$ cat config.mk
export PLATFORM = sky130hd
export DESIGN_NAME = fixed_chunk_free_list_allocator_top
export DESIGN_NICKNAME = d
export VERILOG_FILES = /design/src/rtl/core/fcfl_pkg.sv /design/src/rtl/core/fcfl_datapath.sv /design/src/rtl/core/fcfl_ctrl.sv /design/src/rtl/core/fixed_chunk_free_list_allocator_top.sv
export VERILOG_INCLUDE_DIRS = /design/src /design/src/rtl/core
export SDC_FILE = /design/constraint.sdc
export NUM_CORES = 2
export LEC_CHECK = 0
export BUFFER_PORTS_ARGS = -buffer_cell sky130_fd_sc_hd__buf_2
export CORE_MARGIN = 2
export CORE_UTILIZATION = 30
export DETAILED_ROUTE_END_ITERATION = 12
export GPL_ROUTABILITY_DRIVEN = 1
export SKIP_CTS_REPAIR_TIMING = 1
export SYNTH_ARGS = -nofsm -noshare
export SYNTH_HDL_FRONTEND = slang
export SYNTH_SLANG_ARGS = --single-unit
$ cat constraint.sdc
create_clock -name clk -period 21.3 [get_ports clk]
set_input_delay 1.065 -clock clk [delete_from_list [all_inputs] [get_ports clk]]
set_output_delay 1.065 -clock clk [all_outputs]
set_load 0.1 [all_outputs]
$ cat src/rtl/core/assert_macros.svh
// Assertion helpers shared by the RTL. Each use expects clk and rst_n in scope.
`ifndef ASSERT_MACROS_SVH
`define ASSERT_MACROS_SVH

// The consequent must hold in the same cycle as the antecedent.
`define ASSERT_SAME(lbl, ante, cons) \
  lbl: assert property (@(posedge clk) disable iff (!rst_n) (ante) |-> (cons)) \
    else $error("same-cycle check failed");

// The consequent must hold in the cycle after the antecedent.
`define ASSERT_NEXT(lbl, ante, cons) \
  lbl: assert property (@(posedge clk) disable iff (!rst_n) (ante) |=> (cons)) \
    else $error("next-cycle check failed");

`endif

$ cat src/rtl/core/fcfl_pkg.sv
`timescale 1ns / 1ps

package fcfl_pkg;

  localparam int unsigned CFG_W      = 9;
  localparam int unsigned IDX_W      = 8;
  localparam int unsigned MAX_CHUNKS = 256;
  localparam logic [CFG_W-1:0] CFG_RESET = 9'd256;

  localparam logic [1:0] KIND_ALLOC    = 2'd0;
  localparam logic [1:0] KIND_FREE     = 2'd1;
  localparam logic [1:0] KIND_FREE_ALL = 2'd2;

  localparam logic [1:0] STAT_OK     = 2'd0;
  localparam logic [1:0] STAT_EMPTY  = 2'd1;
  localparam logic [1:0] STAT_BOUNDS = 2'd2;
  localparam logic [1:0] STAT_NULL   = 2'd3;

  typedef struct packed {
    logic accept;
    logic pop;
    logic fill_step;
    logic load_out;
  } fcfl_cmd_t;

  typedef struct packed {
    logic alloc_hit;
    logic fill_go;
    logic fill_last;
  } fcfl_stat_t;

endpackage

$ cat src/rtl/core/fcfl_datapath.sv
`timescale 1ns / 1ps

module fcfl_datapath import fcfl_pkg::*; (
  input  logic              clk,
  input  logic              rst_n,
  input  logic              cfg_wr_en,
  input  logic [CFG_W-1:0]  cfg_wr_data,
  input  logic [1:0]        in_kind,
  input  logic [IDX_W-1:0]  in_chunk_index,
  input  logic              in_null_pointer,
  input  fcfl_cmd_t         cmd,
  output fcfl_stat_t        stat,
  output logic [IDX_W-1:0]  out_granted_index,
  output logic [1:0]        out_status
);

  localparam int unsigned AW = $clog2(MAX_CHUNKS);
  localparam int unsigned LW = $clog2(MAX_CHUNKS + 1);
  localparam int unsigned CW = (LW > CFG_W) ? LW : CFG_W;
  localparam logic [LW-1:0] EMPTY = LW'(MAX_CHUNKS);
  localparam logic [CW-1:0] CAP_C = CW'(MAX_CHUNKS);

  logic [CFG_W-1:0] chunk_count_r;
  logic [LW-1:0]    head_r, head_nxt;
  logic [AW-1:0]    fill_cnt_r, fill_cnt_nxt;
  logic [LW-1:0]    rd_data_r;
  logic [LW-1:0]    mem [0:MAX_CHUNKS-1];
  logic [IDX_W-1:0] res_granted_r;
  logic [1:0]       res_status_r;

  logic [LW-1:0]    eff_count;
  logic             head_empty;
  logic             in_bounds;
  logic             free_ok;
  logic [IDX_W-1:0] acc_granted;
  logic [1:0]       acc_status;
  logic             mem_we;
  logic [AW-1:0]    mem_waddr;
  logic [LW-1:0]    mem_wdata;

  always_comb begin
    eff_count  = (CW'(chunk_count_r) > CAP_C) ? EMPTY : LW'(chunk_count_r);
    head_empty = (head_r >= EMPTY);
    in_bounds  = (CW'(in_chunk_index) < CW'(eff_count));
    free_ok    = (in_kind == KIND_FREE) && !in_null_pointer && in_bounds;

    acc_granted = '0;
    acc_status  = STAT_OK;
    unique case (in_kind)
      KIND_ALLOC: begin
        if (head_empty) begin
          acc_status = STAT_EMPTY;
        end else begin
          acc_granted = IDX_W'(head_r);
        end
      end
      KIND_FREE: begin
        if (in_null_pointer) begin
          acc_status = STAT_NULL;
        end else if (!in_bounds) begin
          acc_status = STAT_BOUNDS;
        end
      end
      default: begin
        acc_status = STAT_OK;
      end
    endcase

    stat.alloc_hit = (in_kind == KIND_ALLOC) && !head_empty;
    stat.fill_go   = (in_kind == KIND_FREE_ALL) && (eff_count != '0);
    stat.fill_last = (fill_cnt_r == AW'(eff_count - LW'(1)));

    mem_we = cmd.fill_step || (cmd.accept && free_ok);
    if (cmd.fill_step) begin
      mem_waddr = fill_cnt_r;
      mem_wdata = (fill_cnt_r == '0) ? EMPTY : (LW'(fill_cnt_r) - LW'(1));
    end else begin
      mem_waddr = AW'(in_chunk_index);
      mem_wdata = head_r;
    end

    priority if (cmd.accept && free_ok) begin
      head_nxt = LW'(in_chunk_index);
    end else if (cmd.accept && (in_kind == KIND_FREE_ALL)) begin
      head_nxt = EMPTY;
    end else if (cmd.pop) begin
      head_nxt = rd_data_r;
    end else if (cmd.fill_step && stat.fill_last) begin
      head_nxt = LW'(fill_cnt_r);
    end else begin
      head_nxt = head_r;
    end

    priority if (cmd.accept) begin
      fill_cnt_nxt = '0;
    end else if (cmd.fill_step) begin
      fill_cnt_nxt = fill_cnt_r + AW'(1);
    end else begin
      fill_cnt_nxt = fill_cnt_r;
    end
  end

  always_ff @(posedge clk) begin
    if (!rst_n) begin
      chunk_count_r <= CFG_RESET;
      head_r        <= EMPTY;
      fill_cnt_r    <= '0;
    end else begin
      if (cfg_wr_en) begin
        chunk_count_r <= cfg_wr_data;
      end
      head_r     <= head_nxt;
      fill_cnt_r <= fill_cnt_nxt;
    end
  end

  always_ff @(posedge clk) begin
    if (mem_we) begin
      mem[mem_waddr] <= mem_wdata;
    end
    rd_data_r <= mem[head_r[AW-1:0]];
  end

  always_ff @(posedge clk) begin
    if (cmd.accept) begin
      res_granted_r <= acc_granted;
      res_status_r  <= acc_status;
    end
    if (cmd.load_out) begin
      out_granted_index <= cmd.accept ? acc_granted : res_granted_r;
      out_status        <= cmd.accept ? acc_status : res_status_r;
    end
  end

endmodule

$ cat src/rtl/core/fcfl_ctrl.sv
`timescale 1ns / 1ps

module fcfl_ctrl import fcfl_pkg::*; (
  input  logic       clk,
  input  logic       rst_n,
  input  logic       in_valid,
  output logic       in_ready,
  output logic       out_valid,
  input  logic       out_ready,
  input  fcfl_stat_t stat,
  output fcfl_cmd_t  cmd
);

  typedef enum logic [1:0] {S_IDLE, S_POP, S_FILL, S_DONE} state_t;

  state_t state_r, state_nxt;
  logic   out_valid_r;
  logic   out_free;
  logic   finish;

  always_comb begin
    out_free  = !out_valid_r || out_ready;
    finish    = 1'b0;
    state_nxt = state_r;
    unique case (state_r)
      S_IDLE: begin
        if (in_valid) begin
          if (stat.alloc_hit) begin
            state_nxt = S_POP;
          end else if (stat.fill_go) begin
            state_nxt = S_FILL;
          end else begin
            finish = 1'b1;
          end
        end
      end
      S_POP: begin
        finish = 1'b1;
      end
      S_FILL: begin
        finish = stat.fill_last;
      end
      S_DONE: begin
        finish = 1'b1;
      end
    endcase
    if (finish) begin
      state_nxt = out_free ? S_IDLE : S_DONE;
    end

    cmd.accept    = (state_r == S_IDLE) && in_valid;
    cmd.pop       = (state_r == S_POP);
    cmd.fill_step = (state_r == S_FILL);
    cmd.load_out  = finish && out_free;
  end

  always_ff @(posedge clk) begin
    if (!rst_n) begin
      state_r     <= S_IDLE;
      out_valid_r <= 1'b0;
    end else begin
      state_r <= state_nxt;
      if (cmd.load_out) begin
        out_valid_r <= 1'b1;
      end else if (out_ready) begin
        out_valid_r <= 1'b0;
      end
    end
  end

  assign in_ready  = (state_r == S_IDLE);
  assign out_valid = out_valid_r;

endmodule

$ cat src/rtl/core/fixed_chunk_free_list_allocator_top.sv
`timescale 1ns / 1ps
// Pool allocator for equal chunks named by index, kept as a LIFO free list.
// Requests arrive on the in_ channel (valid/ready); each one produces exactly
// one transfer on the out_ channel with the granted index and a status code.
// Allocate pops the list head, free pushes one chunk, free-all rebuilds the
// list with the highest chunk on top. The user must write the chunk count on
// the cfg_ port only while the block is idle (the block does not enforce it);
// the count takes effect on the next request. Free and unused requests and an
// allocate on an empty pool finish in the cycle they are accepted; a granting
// allocate waits in the POP state for the registered read of the link memory.
// Free-all writes one link per cycle in the FILL state. Requests do not
// overlap, so a new request is accepted in the cycle after the last finishes.
// A finished result sits in the output register; a new request is accepted
// while it waits. If the receiver stalls and the next result is also done,
// the block holds it and stops accepting until the output register drains.
// After reset the free list is empty and the chunk count is 256; the link
// memory is not cleared, since each entry is written before it is read.

`include "assert_macros.svh"

module fixed_chunk_free_list_allocator_top import fcfl_pkg::*; (
  input  logic              clk,
  input  logic              rst_n,
  input  logic              cfg_wr_en,
  input  logic [CFG_W-1:0]  cfg_wr_data,
  input  logic              in_valid,
  output logic              in_ready,
  input  logic [1:0]        in_kind,
  input  logic [IDX_W-1:0]  in_chunk_index,
  input  logic              in_null_pointer,
  output logic              out_valid,
  input  logic              out_ready,
  output logic [IDX_W-1:0]  out_granted_index,
  output logic [1:0]        out_status
);

  fcfl_cmd_t  cmd;
  fcfl_stat_t stat;

  fcfl_ctrl u_ctrl (
    .clk       (clk),
    .rst_n     (rst_n),
    .in_valid  (in_valid),
    .in_ready  (in_ready),
    .out_valid (out_valid),
    .out_ready (out_ready),
    .stat      (stat),
    .cmd       (cmd)
  );

  fcfl_datapath u_datapath (
    .clk               (clk),
    .rst_n             (rst_n),
    .cfg_wr_en         (cfg_wr_en),
    .cfg_wr_data       (cfg_wr_data),
    .in_kind           (in_kind),
    .in_chunk_index    (in_chunk_index),
    .in_null_pointer   (in_null_pointer),
    .cmd               (cmd),
    .stat              (stat),
    .out_granted_index (out_granted_index),
    .out_status        (out_status)
  );

  `ASSERT_NEXT(a_alloc_pops, cmd.accept && stat.alloc_hit, cmd.pop && !in_ready)
  `ASSERT_SAME(a_no_overwrite, cmd.load_out, !out_valid || out_ready)
  `ASSERT_SAME(a_fill_blocks_input, cmd.fill_step, !in_ready && !cmd.accept)
  `ASSERT_NEXT(a_load_shows, cmd.load_out, out_valid)

endmodule

# Yosys cells after proc, flatten, opt, wreduce, memory -nomap -nowiden
# Memory sizes are Yosys's and may differ from the RTL's. A register that Yosys moved wholly into a read port is not among the register bits.
# Cells that the tools add are included.
[totals] register_bits=49 ramBits=2304 elab_cells=79 input_bits=25 n_memories=1 output_inout_bits=12
[op_classes] bitwise=1 reduce_logical=26 addsub=3 eq_ne=6 magnitude_cmp=3 mux=30
[memory_table] name="u_datapath.mem" depth=256 width=9 rd=1 rd_clocked_by_memory_dff=1 write_ports=1 line_no="fcfl_datapath.sv:27" source="logic [LW-1:0] mem [0:MAX_CHUNKS-1];"
[ops] operator="$mux 9" count=7
[ops] operator="$mux 8" count=4
[ops] operator="$mux 2" count=9
[ops] operator="$ge 9x9->1 const B" count=1
[ops] operator="$gt 9x9->1 const B" count=1
[ops] operator="$logic_and 1x1->1" count=9
[ops] operator="$lt 8x9->1" count=1
[ops] operator="$reduce_bool 9->1" count=1
[ops] operator="$sub 8x1->9 const B" count=1
[ops] operator="$add 8x1->8 const B" count=1
[ops] operator="$eq 8x8->1" count=1
[ops] operator="$logic_not 8->1" count=1
[ops] operator="$mux 1" count=8
[ops] operator="$sub 8x1->8 const B" count=1
[ops] operator="$eq 2x2->1 const B" count=3
[ops] operator="$reduce_bool 2->1" count=3
[ops] operator="$eq 2x1->1 const B" count=2
[ops] operator="$logic_not 2->1" count=2
[ops] operator="$pmux 2 s2" count=1
[ops] operator="$reduce_bool 4->1" count=1
[ops] operator="$reduce_or 2->1" count=2
[ops] operator="$logic_not 1->1" count=3
[ops] operator="$pmux 1 s3" count=1
[ops] operator="$reduce_and 3->1" count=1
[ops] operator="3 further kinds" count=4

# Longest topological paths before layout
[logic_depth] depth_word=10 depth_mapped=13 depth_no_buf=10

# Cells and area by module
# A second synthesis with hierarchy kept.
[hier_totals] cells_unflattened=4436 area_unflattened_um2=92392.4
[modules_own_cells] mod="fcfl_datapath" instances=1 area_each_um2=92219.7 seq_area_each_um2=70387.5 cells_each=4418
[modules_own_cells] mod="fcfl_ctrl" instances=1 area_each_um2=172.7 seq_area_each_um2=60.1 cells_each=18

# Least setup slack after synthesis
# OpenSTA, ideal clock, no wires.
[synth_path] path_kind="flip-flop to flip-flop" from="register u_datapath.fill_cnt_r[0]" to="memory u_datapath.mem[0][4] (netlist name) (data pin)" slack_ps=7464 synth_period_minus_slack_ps=13836 arrival_time_ps=11602 n_path_buf=1 setup_ps=2234 stages_incl_launch_ff=7 required_time_ps=19066 cell_sequence="dfxtp_1 -> clkbuf_1 -> inv_1 -> ha_1 -> nand2_1 -> nor3b_1 -> o31ai_1"
[synth_via] elab_chain_cells=3
[synth_rtl] element="from (decl)" line_no="fcfl_datapath.sv:25" source="logic [AW-1:0] fill_cnt_r, fill_cnt_nxt;"
[synth_rtl] element="from (signal assigned)" line_no="fcfl_datapath.sv:113" source="fill_cnt_r <= fill_cnt_nxt;"
[synth_rtl] element="$sub 8x1->9 or $logic_not 8->1 (tied branches)" line_no="fcfl_datapath.sv:76" source="mem_wdata = (fill_cnt_r == '0) ? EMPTY : (LW'(fill_cnt_r) - LW'(1));"
[synth_rtl] element="$mux 9 (*)" line_no="fcfl_datapath.sv:76"
[synth_rtl] element="$mux 9 (*)" line_no="fcfl_datapath.sv:74" source="if (cmd.fill_step) begin"
[synth_rtl] element="net u_datapath.mem_wdata[4]" line_no="fcfl_datapath.sv:39" source="logic [LW-1:0] mem_wdata;"
[synth_rtl] element="to (decl)" line_no="fcfl_datapath.sv:27"
# The timed path passes the listed nets; every way through them passes the cells marked *.

==> key figures <==
Logic synthesis
  – Top FF cell, synth: edfxtp_1
  – Cells after Synth: 4967
  – Post-synthesis mux area share: 13.7%
  – Cell area after synthesis: 92900 µm²
  – Synth Warn #: 0
  – Synth cell types: 77
  – Synthesized net count: 5003
  – Compound-Gate Fraction of Synth Area: 4.48%
  – Post-synth EDFFs: 2314
  – Sequential share of the synthesized area: 75.8%
  – Ys async rst share: 0%
  – Synth Area in Adders: 0.148%
  – #FFs+latches synth: 2362
  – Simple logic cell fraction of the synthesized area: 3.79%
  – Largest family of logic cells by synthesized area: multiplexers
  – XOR/XNOR share of the synthesized area: 0.170%
  – Mean area per synthesized cell: 18.7 µm²

Clock network
  – Skew-Pair Late Insertion Delay: 0.87 ns
  – Clk pin slew, worst setup/hold paths: 0.07 ns
  – Num CTS Buffers: 224
  – H-tree Lvls: 4
  – Root Driver: clkbuf_16
  – Clock tree from TritonCTS: done
  – Total clock sinks: 2362
  – Clock buffer depth: 3

Timing
  – Fin crit share: 25.9%
  – Worst-Margin Slew: 1.34 ns
  – Peak Freq: 181 MHz
  – Layout Skew: 0.0408 ns
  – Max-slew violation count: 0
  – TNS Setup: 0 ns
  – Final Setup Violations: 0
  – Minimum clock period: 5.52 ns
  – RSZ-0062 raised after global routing: false
  – Final WS setup: 15.78 ns
  – Worst hold slack: 0.421 ns
  – Fin. Hold Viols: 0
  – Rel. slew slack: 10.4%

Worst hold path
  – Hold crit path type: primary input to flip-flop
  – HP Start: cfg_wr_data[8]
  – Worst hold path endpoint: u_datapath.chunk_count_r[8]
  – WHS Path Cells: 3

Layout
  – Layout cells sized above 1: 16.0%
  – Area Growth Syn to Fin: 12.7%
  – Commonest non-fill, non-tap cell in the layout: edfxtp_1
  – Fin nets: 5066
  – Design area: 105000 µm²
  – Most frequent cells in the layout: edfxtp_1, mux2i_1, nor2_1

Power and ir drop
  – PD cells: 93.4 nW/µm²
  – Sw frac: 23.4%
  – Clk pwr share: 39.1%
  – Sw Pwr: 0.00229 W
  – Comb power frac: 7.5%
  – Internal power: 0.00749 W
  – Final total power: 0.00978 W
  – Leakage: 32.0 nW
  – Peak supply drop: 0.0893 mV
  – Seq pwr share: 53.4%

Global routing
  – Vias in the first global route: 47300
  – Largest net degree at the start of global routing: 205
  – GRT Residual Overflow: 0
  – First-pass GRT wire length: 338000 µm
  – Initial antenna violation count: 11
  – Overall routing resource usage: 14.5%

Floorplan
  – Boundary Pins: 37
  – Initial Util: 30.1%
  – CORE AREA: 309000 µm²
  – Vert. Die Dim: 560 µm
  – Die width: 560 µm
  – Full die area: 314000 µm²
  – Row count: 204

Drt
  – M1 wire length: 96500 µm
  – Vias: 47600
  – Vias/cell: 5.09
  – WL met2: 116000 µm
  – First DRT Iteration DRCs: 5256
  – Routed wl met3: 15300 µm
  – Final ANT Viol Nets: 0
  – Routed WL: 235000 µm
  – Routed len/inst: 25.1 µm
  – Total iterations of the first detailed-routing run: 5
  – Top Layer Used: met5
  – # DRC: 0

Worst setup path
  – Crit path top cell by count: buf_4
  – Startpoint Class: flip-flop
  – Cell Chain, Critical Path: buf_4 -> buf_4 -> buf_4 -> nor2_4 -> buf_4 -> a221oi_1 -> a211oi_1 -> a22oi_1 -> o22ai_1 -> a211oi_1
  – Critical path class: flip-flop to flip-flop
  – Critical path required time: 22.08 ns
  – Crit path max-delay cell type: buf_4
  – CP endpoint kind: flip-flop
  – Worst-path maximum fanout: 44
  – Critical R2R Capture: u_datapath.rd_data_r[4]
  – CP Buf/Inv Count: 4
  – Crit path arrival time: 6.30 ns
  – RR Startpoint: u_datapath.head_r[0]
  – R2r setup slk: 15.78 ns
  – Reg2reg path depth: 10
  – CP max stage delay: 0.90 ns
  – Delay-heaviest family, CP: buffers and inverters

Placed design
  – IO buf count: 36
  – Final GP Congestion: 0.828
  – Setup WS pre-CTS: 15.71 ns
  – Dpl hpwl: 140000 µm
  – Placed cell areas: 97700 µm²

Outcome
  – Outcome: completed

Flow run
  – Max-Cap Viols: 0
kinds of logic after synthesis:
logic type,Yosys count
simple gates,807
xor+xnor,18
mux,885
compound gates,577
flops,2362
buf+inv,307
fa+ha+maj,11
worst max path at each step:
| stage | from | endpoint | slack [ns] | depth (start not counted) |
|---|---|---|---|---|
| after floorplan | u_datapath.fill_cnt_r[0] | u_datapath.mem[0][4] | 7.46 | 6 |
| after global placement | u_datapath.head_r[0] | u_datapath.rd_data_r[2] | 15.71 | 10 |
| after detailed placement | u_datapath.head_r[0] | u_datapath.rd_data_r[5] | 15.71 | 8 |
| after CTS | u_datapath.head_r[0] | u_datapath.rd_data_r[5] | 15.71 | 8 |
| after global routing | u_datapath.head_r[0] | u_datapath.rd_data_r[6] | 15.39 | 8 |
| final | u_datapath.head_r[0] | u_datapath.rd_data_r[4] | 15.78 | 10 |
power groups by stage:
| stage | combinational [W] | clock, W | sequential [W] |
|---|---|---|---|
| after floorplan | 0.000447 | 0 | 0.00539 |
| after global placement | 0.000724 | 0 | 0.00532 |
| after detailed placement | 0.000733 | 0 | 0.00532 |
| after CTS | 0.000735 | 0.00388 | 0.00522 |
| after global routing | 0.000770 | 0.00405 | 0.00522 |
| final | 0.000730 | 0.00383 | 0.00523 |
metal layers:
layer  vias to the layer above  GRT usage, %
met1                     25200          19.3
met5                         -             0
met2                      1749          24.3
met4                         6          4.39
met3                       349          2.40
li1                      20300             -
final cells by class:
class	instances	area, µm²
antenna	2	5.00
clock buffer	270	5880
clock inverter	149	1130
fill	28800	204000
inverter	14	52.6
multi-input combinational	2298	21100
sequential	2362	70500
tap	4120	5150
timing repair buffer	130	948
synth_stat cells, types with 22 or more instances:
library cell | n | area share [%]
a22oi_1 | 153 | 1.2
buf_2 | 67 | 0.36
buf_4 | 79 | 0.64
a22o_1 | 22 | 0.21
buf_6 | 26 | 0.32
mux4_2 | 308 | 7.5
nor2_1 | 332 | 1.3
a211oi_1 | 26 | 0.21
mux2_2 | 23 | 0.28
a221oi_1 | 67 | 0.63
dfxtp_1 | 48 | 1.0
a31oi_1 | 28 | 0.19
clkbuf_1 | 102 | 0.41
o221ai_1 | 23 | 0.22
nand4_1 | 34 | 0.23
o21ai_0 | 52 | 0.28
edfxtp_1 | 2314 | 75
mux2i_1 | 554 | 6.0
nand3_1 | 54 | 0.29
nand2_1 | 278 | 1.1
a21oi_1 | 98 | 0.53
worst reg2reg max path: stages (launching register included):
cell	delay (ns)
dfxtp_4	0.65
buf_4	0.53
buf_4	0.69
buf_4	1.02
nor2_4	0.32
buf_4	0.41
a221oi_1	0.36
a211oi_1	0.21
a22oi_1	0.83
o22ai_1	0.19
a211oi_1	0.24
state kept, by name, summed over array words and instances (netlist names):
signal / cells
u_datapath.fill_cnt_r: 8
u_ctrl.state_r: 2
u_datapath.out_status: 2
u_ctrl.out_valid: 1
u_datapath.head_r: 9
u_datapath.chunk_count_r: 9
u_datapath.out_granted_index: 8
u_datapath.mem: 2304
u_datapath.rd_data_r: 9
u_datapath.res_granted_r: 8
u_datapath.res_status_r: 2
stage by stage:
step / std cells / util, %
floorplan: 4967 / -
global placement: 8922 / 31.6
detailed placement: 8924 / 31.7
CTS: 9343 / 33.9
global route: 9344 / 33.9
finish: 9345 / 33.9
No activity file was read; power rests on OpenSTA's default activity.
